`src/hw/rtl/rgbf_pkg.sv`:
```
// ----------------------------------------------------------------------------
// rgbf_pkg
// Shared types and constants of the RGB LED frame builder with fade.
// ----------------------------------------------------------------------------
package rgbf_pkg;

    // event codes carried by an input item
    typedef enum logic [2:0] {
        MODE_FADE_DOWN = 3'd0,
        MODE_FADE_UP   = 3'd1,
        MODE_BLANK     = 3'd2,
        MODE_RESTORE   = 3'd3,
        MODE_SEND      = 3'd4
    } t_mode;

    // configuration register indexes
    localparam logic [2:0] REG_LED0    = 3'd0;
    localparam logic [2:0] REG_LED1    = 3'd1;
    localparam logic [2:0] REG_LED2    = 3'd2;
    localparam logic [2:0] REG_LED3    = 3'd3;
    localparam logic [2:0] REG_PERCENT = 3'd4;
    localparam logic [2:0] REG_FUNC    = 3'd5;

    localparam int          LED_COUNT   = 4;
    localparam int          FRAME_BYTES = 28;
    localparam logic [4:0]  LAST_POS    = 5'(FRAME_BYTES - 1);
    localparam logic [5:0]  FRAME_CMD   = 6'h25;
    localparam logic [6:0]  LEVEL_MAX   = 7'h7F;
    localparam logic [4:0]  FUNC_RESET  = 5'd22;

    // 127 * p / 100 as p * (127 * 5243) >> 19, exact for any 7-bit p
    localparam logic [19:0] PCT_RECIP   = 20'd665861;
    localparam int          RECIP_SHIFT = 19;

    // result of one level event
    typedef struct packed {
        logic [6:0] level;
        logic       done;
        logic       emit;   // status item goes out
        logic       send;   // frame burst
    } t_lvl_res;

endpackage

```
`src/hw/rtl/rgb_led_frame_builder_with_fade_core.sv`:
```
// ----------------------------------------------------------------------------
// rgb_led_frame_builder_with_fade_core
// Global brightness fade and 28-byte driver frame builder for four RGB LEDs.
// ----------------------------------------------------------------------------
// Usage:
//   slave channel carries events: tuser holds the event code (fade down,
//   fade up, blank, restore, send), tdata the fade step.
//   master channel carries results: tdata holds frame byte, level and
//   fade-finished flag, tlast marks the final result of an event.
//   config channel writes LED colors, target percent and function bits;
//   it is always ready and is used while no event is in flight.
// Registers: an accepted event passes through the input register, then the
//   output register, before its result is valid.
// Throughput: fade, blank and restore give one result each; a send gives the
//   whole frame, one frame byte per cycle through the single output register
//   while the receiver does not stall. Unknown codes are dropped with no result.
// Reset: level, colors and percent go to zero, function bits to 22, both
//   registers empty.
// Stall: while the receiver holds tready low the output item holds, the
//   frame counter stops, and the input side fills its one register and then
//   drops tready.
// ----------------------------------------------------------------------------
module rgb_led_frame_builder_with_fade_core (
    input  logic        i_clk,
    input  logic        i_rst_n,
    // event items
    input  logic        i_s_tvalid,
    output logic        o_s_tready,
    input  logic [7:0]  i_s_tdata,   // [6:0] fade_step, [7] zero
    input  logic [2:0]  i_s_tuser,   // [2:0] mode
    // result items
    output logic        o_m_tvalid,
    input  logic        i_m_tready,
    output logic [15:0] o_m_tdata,   // [7:0] frame_byte, [14:8] level, [15] fade_done
    output logic        o_m_tlast,   // last_byte
    // configuration writes
    input  logic        i_cfg_valid,
    output logic        o_cfg_ready,
    input  logic [2:0]  i_cfg_index,
    input  logic [23:0] i_cfg_data
);
    import rgbf_pkg::*;

    // configuration registers
    logic [23:0] r_led [LED_COUNT];
    logic [6:0]  r_target;
    logic [4:0]  r_func;

    // event register and state
    logic        r_in_valid;
    logic [2:0]  r_in_mode;
    logic [6:0]  r_in_step;
    logic [6:0]  r_level;
    logic [4:0]  r_pos;

    // output register
    logic        r_out_valid;
    logic [7:0]  r_out_byte;
    logic [6:0]  r_out_level;
    logic        r_out_done;
    logic        r_out_last;

    logic [26:0] w_tprod;
    logic [7:0]  w_tquot;
    logic [6:0]  n_target;
    t_lvl_res    w_res;
    logic        w_out_free;
    logic        w_fire;
    logic        w_consume;
    logic        w_pos_last;
    logic [4:0]  w_off;
    logic [3:0]  w_slot;
    logic [1:0]  w_led;
    logic [1:0]  w_ch;
    logic [23:0] w_color;
    logic [7:0]  w_byte;

    assign o_cfg_ready = 1'b1;

    // target level from percent, saturating
    assign w_tprod  = 27'(i_cfg_data[6:0]) * 27'(PCT_RECIP);
    assign w_tquot  = w_tprod[RECIP_SHIFT +: 8];
    assign n_target = (w_tquot > {1'b0, LEVEL_MAX}) ? LEVEL_MAX : w_tquot[6:0];

    // configuration writes
    always_ff @(posedge i_clk) begin
        if (!i_rst_n) begin
            for (int i = 0; i < LED_COUNT; i++) begin
                r_led[i] <= '0;
            end
            r_target <= '0;
            r_func   <= FUNC_RESET;
        end else if (i_cfg_valid && o_cfg_ready) begin
            case (i_cfg_index)
                REG_LED0:    r_led[0] <= i_cfg_data;
                REG_LED1:    r_led[1] <= i_cfg_data;
                REG_LED2:    r_led[2] <= i_cfg_data;
                REG_LED3:    r_led[3] <= i_cfg_data;
                REG_PERCENT: r_target <= n_target;
                REG_FUNC:    r_func   <= i_cfg_data[4:0];
                default:     r_func   <= r_func;
            endcase
        end
    end

    rgbf_level_unit u_level (
        .i_mode   (r_in_mode),
        .i_step   (r_in_step),
        .i_level  (r_level),
        .i_target (r_target),
        .o_res    (w_res)
    );

    // event scheduling
    assign w_out_free = !r_out_valid || i_m_tready;
    assign w_pos_last = (r_pos == LAST_POS);
    assign w_fire     = r_in_valid && (w_out_free || !(w_res.emit || w_res.send));
    assign w_consume  = w_fire && (!w_res.send || w_pos_last);
    assign o_s_tready = !r_in_valid || w_consume;

    // color slot of the current frame byte
    assign w_off  = r_pos - 5'd4;
    assign w_slot = w_off[4:1];

    always_comb begin
        case (w_slot)
            4'd0:    begin w_led = 2'd3; w_ch = 2'd0; end
            4'd1:    begin w_led = 2'd3; w_ch = 2'd1; end
            4'd2:    begin w_led = 2'd3; w_ch = 2'd2; end
            4'd3:    begin w_led = 2'd2; w_ch = 2'd0; end
            4'd4:    begin w_led = 2'd2; w_ch = 2'd1; end
            4'd5:    begin w_led = 2'd2; w_ch = 2'd2; end
            4'd6:    begin w_led = 2'd1; w_ch = 2'd0; end
            4'd7:    begin w_led = 2'd1; w_ch = 2'd1; end
            4'd8:    begin w_led = 2'd1; w_ch = 2'd2; end
            4'd9:    begin w_led = 2'd0; w_ch = 2'd0; end
            4'd10:   begin w_led = 2'd0; w_ch = 2'd1; end
            4'd11:   begin w_led = 2'd0; w_ch = 2'd2; end
            default: begin w_led = 2'd0; w_ch = 2'd0; end
        endcase
    end

    assign w_color = r_led[w_led];

    // frame byte select: header, then color bytes each sent twice
    always_comb begin
        case (r_pos)
            5'd0:    w_byte = {FRAME_CMD, r_func[4:3]};
            5'd1:    w_byte = {r_func[2:0], r_level[6:2]};
            5'd2:    w_byte = {r_level[1:0], r_level[6:1]};
            5'd3:    w_byte = {r_level[0], r_level};
            default: begin
                case (w_ch)
                    2'd0:    w_byte = w_color[7:0];
                    2'd1:    w_byte = w_color[15:8];
                    default: w_byte = w_color[23:16];
                endcase
            end
        endcase
    end

    // input register, level and frame counter
    always_ff @(posedge i_clk) begin
        if (!i_rst_n) begin
            r_in_valid <= 1'b0;
            r_level    <= '0;
            r_pos      <= '0;
        end else begin
            if (o_s_tready) begin
                r_in_valid <= i_s_tvalid;
            end
            if (w_consume && !w_res.send) begin
                r_level <= w_res.level;
            end
            if (w_fire && w_res.send) begin
                r_pos <= w_pos_last ? 5'd0 : (r_pos + 5'd1);
            end
        end
    end

    always_ff @(posedge i_clk) begin
        if (o_s_tready && i_s_tvalid) begin
            r_in_mode <= i_s_tuser;
            r_in_step <= i_s_tdata[6:0];
        end
    end

    // output register
    always_ff @(posedge i_clk) begin
        if (!i_rst_n) begin
            r_out_valid <= 1'b0;
        end else if (w_fire && (w_res.emit || w_res.send)) begin
            r_out_valid <= 1'b1;
        end else if (i_m_tready) begin
            r_out_valid <= 1'b0;
        end
    end

    always_ff @(posedge i_clk) begin
        if (w_fire && w_res.send) begin
            r_out_byte  <= w_byte;
            r_out_level <= r_level;
            r_out_done  <= 1'b0;
            r_out_last  <= w_pos_last;
        end else if (w_fire && w_res.emit) begin
            r_out_byte  <= 8'd0;
            r_out_level <= w_res.level;
            r_out_done  <= w_res.done;
            r_out_last  <= 1'b1;
        end
    end

    assign o_m_tvalid = r_out_valid;
    assign o_m_tdata  = {r_out_done, r_out_level, r_out_byte};
    assign o_m_tlast  = r_out_last;

endmodule

```
`src/hw/rtl/rgbf_level_unit.sv`:
```
// ----------------------------------------------------------------------------
// rgbf_level_unit
// Next brightness level and fade-finished flag for one event.
// ----------------------------------------------------------------------------
module rgbf_level_unit (
    input  logic [2:0]        i_mode,
    input  logic [6:0]        i_step,
    input  logic [6:0]        i_level,
    input  logic [6:0]        i_target,
    output rgbf_pkg::t_lvl_res o_res
);
    import rgbf_pkg::*;

    logic [7:0] w_sum;

    assign w_sum = {1'b0, i_level} + {1'b0, i_step};

    // level update per event
    always_comb begin
        o_res.level = i_level;
        o_res.done  = 1'b0;
        o_res.emit  = 1'b0;
        o_res.send  = 1'b0;
        case (t_mode'(i_mode))
            MODE_FADE_DOWN: begin
                o_res.level = (i_level > i_step) ? (i_level - i_step) : 7'd0;
                o_res.done  = (i_level <= i_step);
                o_res.emit  = 1'b1;
            end
            MODE_FADE_UP: begin
                o_res.level = (w_sum < {1'b0, i_target}) ? w_sum[6:0] : i_target;
                o_res.done  = (w_sum >= {1'b0, i_target});
                o_res.emit  = 1'b1;
            end
            MODE_BLANK: begin
                o_res.level = 7'd0;
                o_res.emit  = 1'b1;
            end
            MODE_RESTORE: begin
                o_res.level = i_target;
                o_res.emit  = 1'b1;
            end
            MODE_SEND: begin
                o_res.send  = 1'b1;
            end
            default: begin
                o_res.level = i_level;
            end
        endcase
    end

endmodule

```
`config.mk`:
```
export PLATFORM = sky130hd
export DESIGN_NAME = rgb_led_frame_builder_with_fade_core
export DESIGN_NICKNAME = d
export VERILOG_FILES = /design/src/hw/rtl/rgbf_pkg.sv /design/src/hw/rtl/rgb_led_frame_builder_with_fade_core.sv /design/src/hw/rtl/rgbf_level_unit.sv
export SDC_FILE = /design/constraint.sdc
export NUM_CORES = 1
export LEC_CHECK = 0
export BUFFER_PORTS_ARGS = -buffer_cell sky130_fd_sc_hd__buf_2
export CAP_MARGIN = 15
export CELL_PAD_IN_SITES_DETAIL_PLACEMENT = 2
export CELL_PAD_IN_SITES_GLOBAL_PLACEMENT = 2
export CORE_MARGIN = 3
export CORE_UTILIZATION = 38
export DETAILED_ROUTE_END_ITERATION = 10
export GPL_ROUTABILITY_DRIVEN = 0
export PLACE_DENSITY_LB_ADDON = 0.3
export RECOVER_POWER = 100
export REMOVE_ABC_BUFFERS = 1
export SYNTH_ARGS = -nofsm -noshare
export SYNTH_HDL_FRONTEND = slang
export SYNTH_SLANG_ARGS = --single-unit
```
`constraint.sdc`:
```
create_clock -name i_clk -period 3.8 [get_ports i_clk]
set_clock_uncertainty 0.15 [all_clocks]
set_input_delay 0.38 -clock i_clk [delete_from_list [all_inputs] [get_ports i_clk]]
set_output_delay 0.38 -clock i_clk [all_outputs]
set_load 0.02 [all_outputs]
```
==> insert_results.sql <==
INSERT INTO impl_metrics (metric_group, metric, value, unit) VALUES
('synth', 'synth_seq_area_share', '48.0', '%'),
('worst_setup_path', 'path_cells', 'buf_4 > ha_1 > nor2b_1 > o21ai_0 > nand2_1 > xnor2_2 > ha_1 > nand3_1 > o22ai_2 > nor3_2 > o2bb2ai_4 > nor3_4 > a211oi_1 > o21ai_2 > mux2_2', ''),
('worst_setup_path', 'crit_path_end_kind', 'flop', ''),
('timing', 'max_freq', '0.259', 'GHz'),
('worst_setup_path', 'start_kind', 'flop', ''),
('job', 'max_cap_violations', '7', ''),
('timing', 'max_slew.worst_pin.slew', '1.87', 'ns'),
('placed_design', 'dp_hpwl', '20.0', 'mm'),
('pwr', 'p_leak', '3.91', 'nW'),
('clock_tree', 'tritoncts_clock_tree', 'yes', ''),
('clock_tree', 'clock-root-buffer', 'sky130_fd_sc_hd__clkbuf_16', ''),
('die', 'fp.dieH', '158', 'um'),
('die', 'num_io_pins', '63', ''),
('global_route', 'grt_pass1_wl', '43.8', 'mm'),
('worst_setup_path', 'crit_top_cell', 'sky130_fd_sc_hd__ha_1', ''),
('timing', 'timing.max_slew.rel_slack', '-25.2', '%'),
('status', 'violations_in_the_final_reports', 'max-capacitance violations, max-slew violations, negative setup slack', ''),
('detailed_routing', 'detail_route.drc_violations', '0', ''),
('global_route', 'largest_net_degree_at_the_start_of_global_routing', '33', ''),
('die', 'num_rows', '54', ''),
('placed_design', 'dpl-instance-area', '9620', 'sq um'),
('layout', 'drive_gt1_share', '18.4', '%'),
('worst_setup_path', 'cp_max_fo', '7', ''),
('worst_setup_path', 'regToRegSetupSlack', '-0.06', 'ns'),
('worst_setup_path', 'critical_path.slowest_cell', 'sky130_fd_sc_hd__a211oi_1', ''),
('detailed_routing', 'drt_wl_total', '29.0', 'mm'),
('synth', 'synth.cell_area', '8770', 'sq um'),
('synth', 'ys_ff_latch', '149', ''),
('status', 'status', 'finished, violations left', ''),
('timing', 'fin_crit', '3.86', 'ns'),
('synth', 'post_synth_inst_count', '733', ''),
('placed_design', 'portBuffers', '60', ''),
('global_route', 'globalRoute.totalOverflow', '0', ''),
('synth', 'yosys_warnings', '0', ''),
('die', 'design.core.area', '22200', 'sq um'),
('timing', 'finalSetupViolCount', '1', ''),
('clock_tree', 'cts_htree_levels', '4', ''),
('timing', 'setup_ws', '-0.0557', 'ns'),
('placed_design', 'dpl.cell_count', '1084', ''),
('global_route', 'number_of_antenna_violations_at_the_first_check_in_global_routing', '2', ''),
('layout', 'final_common_cell', 'sky130_fd_sc_hd__edfxtp_1', ''),
('synth', 'synth_flop_cell', 'sky130_fd_sc_hd__edfxtp_1', ''),
('layout', 'final_util', '46.7', '%'),
('layout', 'ff_latch_area', '4200', 'sq um'),
('pwr', 'finalPower', '4.34', 'mW'),
('global_route', 'first_global_vias', '7325', ''),
('layout', 'fill_cells', '2211', ''),
('layout', 'finish.instance_area', '10400', 'sq um'),
('detailed_routing', 'routed-via-count', '6550', ''),
('synth', 'count_of_flip_flops_with_a_built_in_enable_after_synthesis', '122', ''),
('layout', 'area_delta_synth_final', '18.5', '%'),
('worst_setup_path', 'setup.worst_path.class', 'flop to flop', ''),
('pwr', 'peakVddDrop', '0.294', 'mV'),
('worst_setup_path', 'data_arrival_at_the_endpoint_of_the_critical_path', '3.90', 'ns'),
('global_route', 'busiest_layer', 'met2', ''),
('timing', 'timing.final.hold_violations', '0', ''),
('clock_tree', 'clock_insertion_delay_worst_skew', '0.45', 'ns'),
('global_route', 'grtUsageTotal', '23.5', '%'),
('pwr', 'power_per_cell_area', '418', 'nW/um^2'),
('worst_hold_path', 'hold_class', 'primary input to flop', ''),
('synth', 'ys_async_sr_fraction', '0', '%'),
('layout', 'commonest_non_fill_non_tap_cells_in_the_layout', 'sky130_fd_sc_hd__edfxtp_1 (122), sky130_fd_sc_hd__ha_1 (79), sky130_fd_sc_hd__and2_0 (77)', ''),
('worst_setup_path', 'cp_data_required_time', '3.84', 'ns'),
('timing', 'final_max_slew_viol_count', '183', ''),
('detailed_routing', 'antenna_left', '0', ''),
('detailed_routing', 'post_drt_wl_per_cell', '25.7', 'um'),
('global_route', 'grtUsageMet3', '3.58', '%'),
('clock_tree', 'tritoncts_num_sinks', '149', ''),
('global_route', 'met1_usage', '29.4', '%'),
('die', 'fp.dieArea', '24900', 'sq um'),
('die', 'die_w', '158', 'um');
## power by group
part           switching, mW  internal, mW
combinational          0.441         0.295
sequential            0.0474          1.87
clock                  0.819         0.877
## through the flow
step | TNS, ns | hold WS (ns)
finish | -0.0557 | 0.0377
global route | -1.29 | 0.0340
CTS | 0 | 0.0246
detailed placement | -3.14 | 0.314
global placement | -0.699 | 0.291
floorplan | 0 | 0.291
## layer usage
| layer | share of wire [%] | wire length (um) |
|---|---|---|
| met3 | 3.8 | 1120 |
| met5 | 0.072 | 21 |
| met4 | 2.1 | 606 |
| met2 | 52 | 15100 |
| met1 | 42 | 12200 |
## worst reg2reg max path, cell delays in order, from the launching register on
cell	delay, ns
sky130_fd_sc_hd__dfxtp_1	0.35
sky130_fd_sc_hd__buf_4	0.19
sky130_fd_sc_hd__ha_1	0.36
sky130_fd_sc_hd__nor2b_1	0.09
sky130_fd_sc_hd__o21ai_0	0.21
sky130_fd_sc_hd__nand2_1	0.14
sky130_fd_sc_hd__xnor2_2	0.17
sky130_fd_sc_hd__ha_1	0.32
sky130_fd_sc_hd__nand3_1	0.15
sky130_fd_sc_hd__o22ai_2	0.22
sky130_fd_sc_hd__nor3_2	0.09
sky130_fd_sc_hd__o2bb2ai_4	0.24
sky130_fd_sc_hd__nor3_4	0.10
sky130_fd_sc_hd__a211oi_1	0.40
sky130_fd_sc_hd__o21ai_2	0.13
sky130_fd_sc_hd__mux2_2	0.30
## state kept, by name (all words and copies together) (netlist names)
name and count:
r_level 7, r_out_level 7, r_led 96, o_m_tvalid 1, r_out_done 1, r_func 5, r_in_mode 3, r_out_byte 8
r_in_step 7, r_target 7, r_pos 5, r_in_valid 1, o_m_tlast 1
## logic make-up (layout without fill, tap and decap cells)
group / after synthesis / count (layout) / synth area share [%]
simple gates: 222 / 222 / 14.1
compound gates: 162 / 162 / 12.3
flops: 149 / 149 / 48.0
fa+ha+maj: 85 / 85 / 12.6
buf+inv: 64 / 181 / 3.33
mux: 37 / 37 / 8.24
xor+xnor: 13 / 13 / 1.51
other cells: 1 / 1 / 0.0428
## Yosys cell counts, drive strengths merged, types with 3 or more instances
library cell | instances | area share [%]
nor3 | 9 | 0.57
edfxtp | 122 | 42
dfxtp | 27 | 6.2
nand3 | 11 | 0.63
o211ai | 3 | 0.26
a221oi | 5 | 0.50
fa | 5 | 1.1
nand2b | 8 | 0.57
a211oi | 7 | 0.60
o22ai | 5 | 0.36
o21bai | 3 | 0.26
o31ai | 3 | 0.26
clkbuf | 23 | 1.2
nand4 | 6 | 0.43
a22oi | 8 | 0.69
a21oi | 47 | 2.7
mux4 | 24 | 6.7
ha | 80 | 11
o221a | 7 | 0.90
nor2 | 27 | 1.2
a31oi | 4 | 0.29
nand3b | 3 | 0.26
nand2 | 36 | 1.5
mux2i | 11 | 1.3
xnor2 | 9 | 0.90
nor2b | 14 | 1.0
o21a | 10 | 0.86
inv | 36 | 1.5
xor2 | 4 | 0.61
a22o | 6 | 0.60
o21ai | 33 | 2.0
buf | 5 | 0.56
a222oi | 3 | 0.34
a21o | 3 | 0.26
and2 | 99 | 7.1
## final cells by class
class                   count  area share, %
multi-input cells         520           42.8
flip-flops and latches    149           40.5
repair buffers            113           6.51
clock buffers              17           4.09
well taps                 280           3.37
clock inverters            15           1.43
inverters                  36           1.30
## path summary, 6_finish.rpt
path / startpoint / depth (start not counted) / end
max reg2reg: r_level[1] / 15 / r_out_level[2]
min reg2reg: r_out_done / 2 / r_out_done
max: r_level[1] / 15 / r_out_level[2]
min: i_s_tvalid / 2 / r_in_valid
## repair_timing
item | in CTS | in global routing
setup endpoints to repair | 10 | 22
setup buffers | 1 | 3
pin swaps | 4 | 14
hold buffers | 10 | 0
gates resized for setup | 12 | 16
hold endpoints to repair | 10 | 0
(Power assumes the default switching activity.)
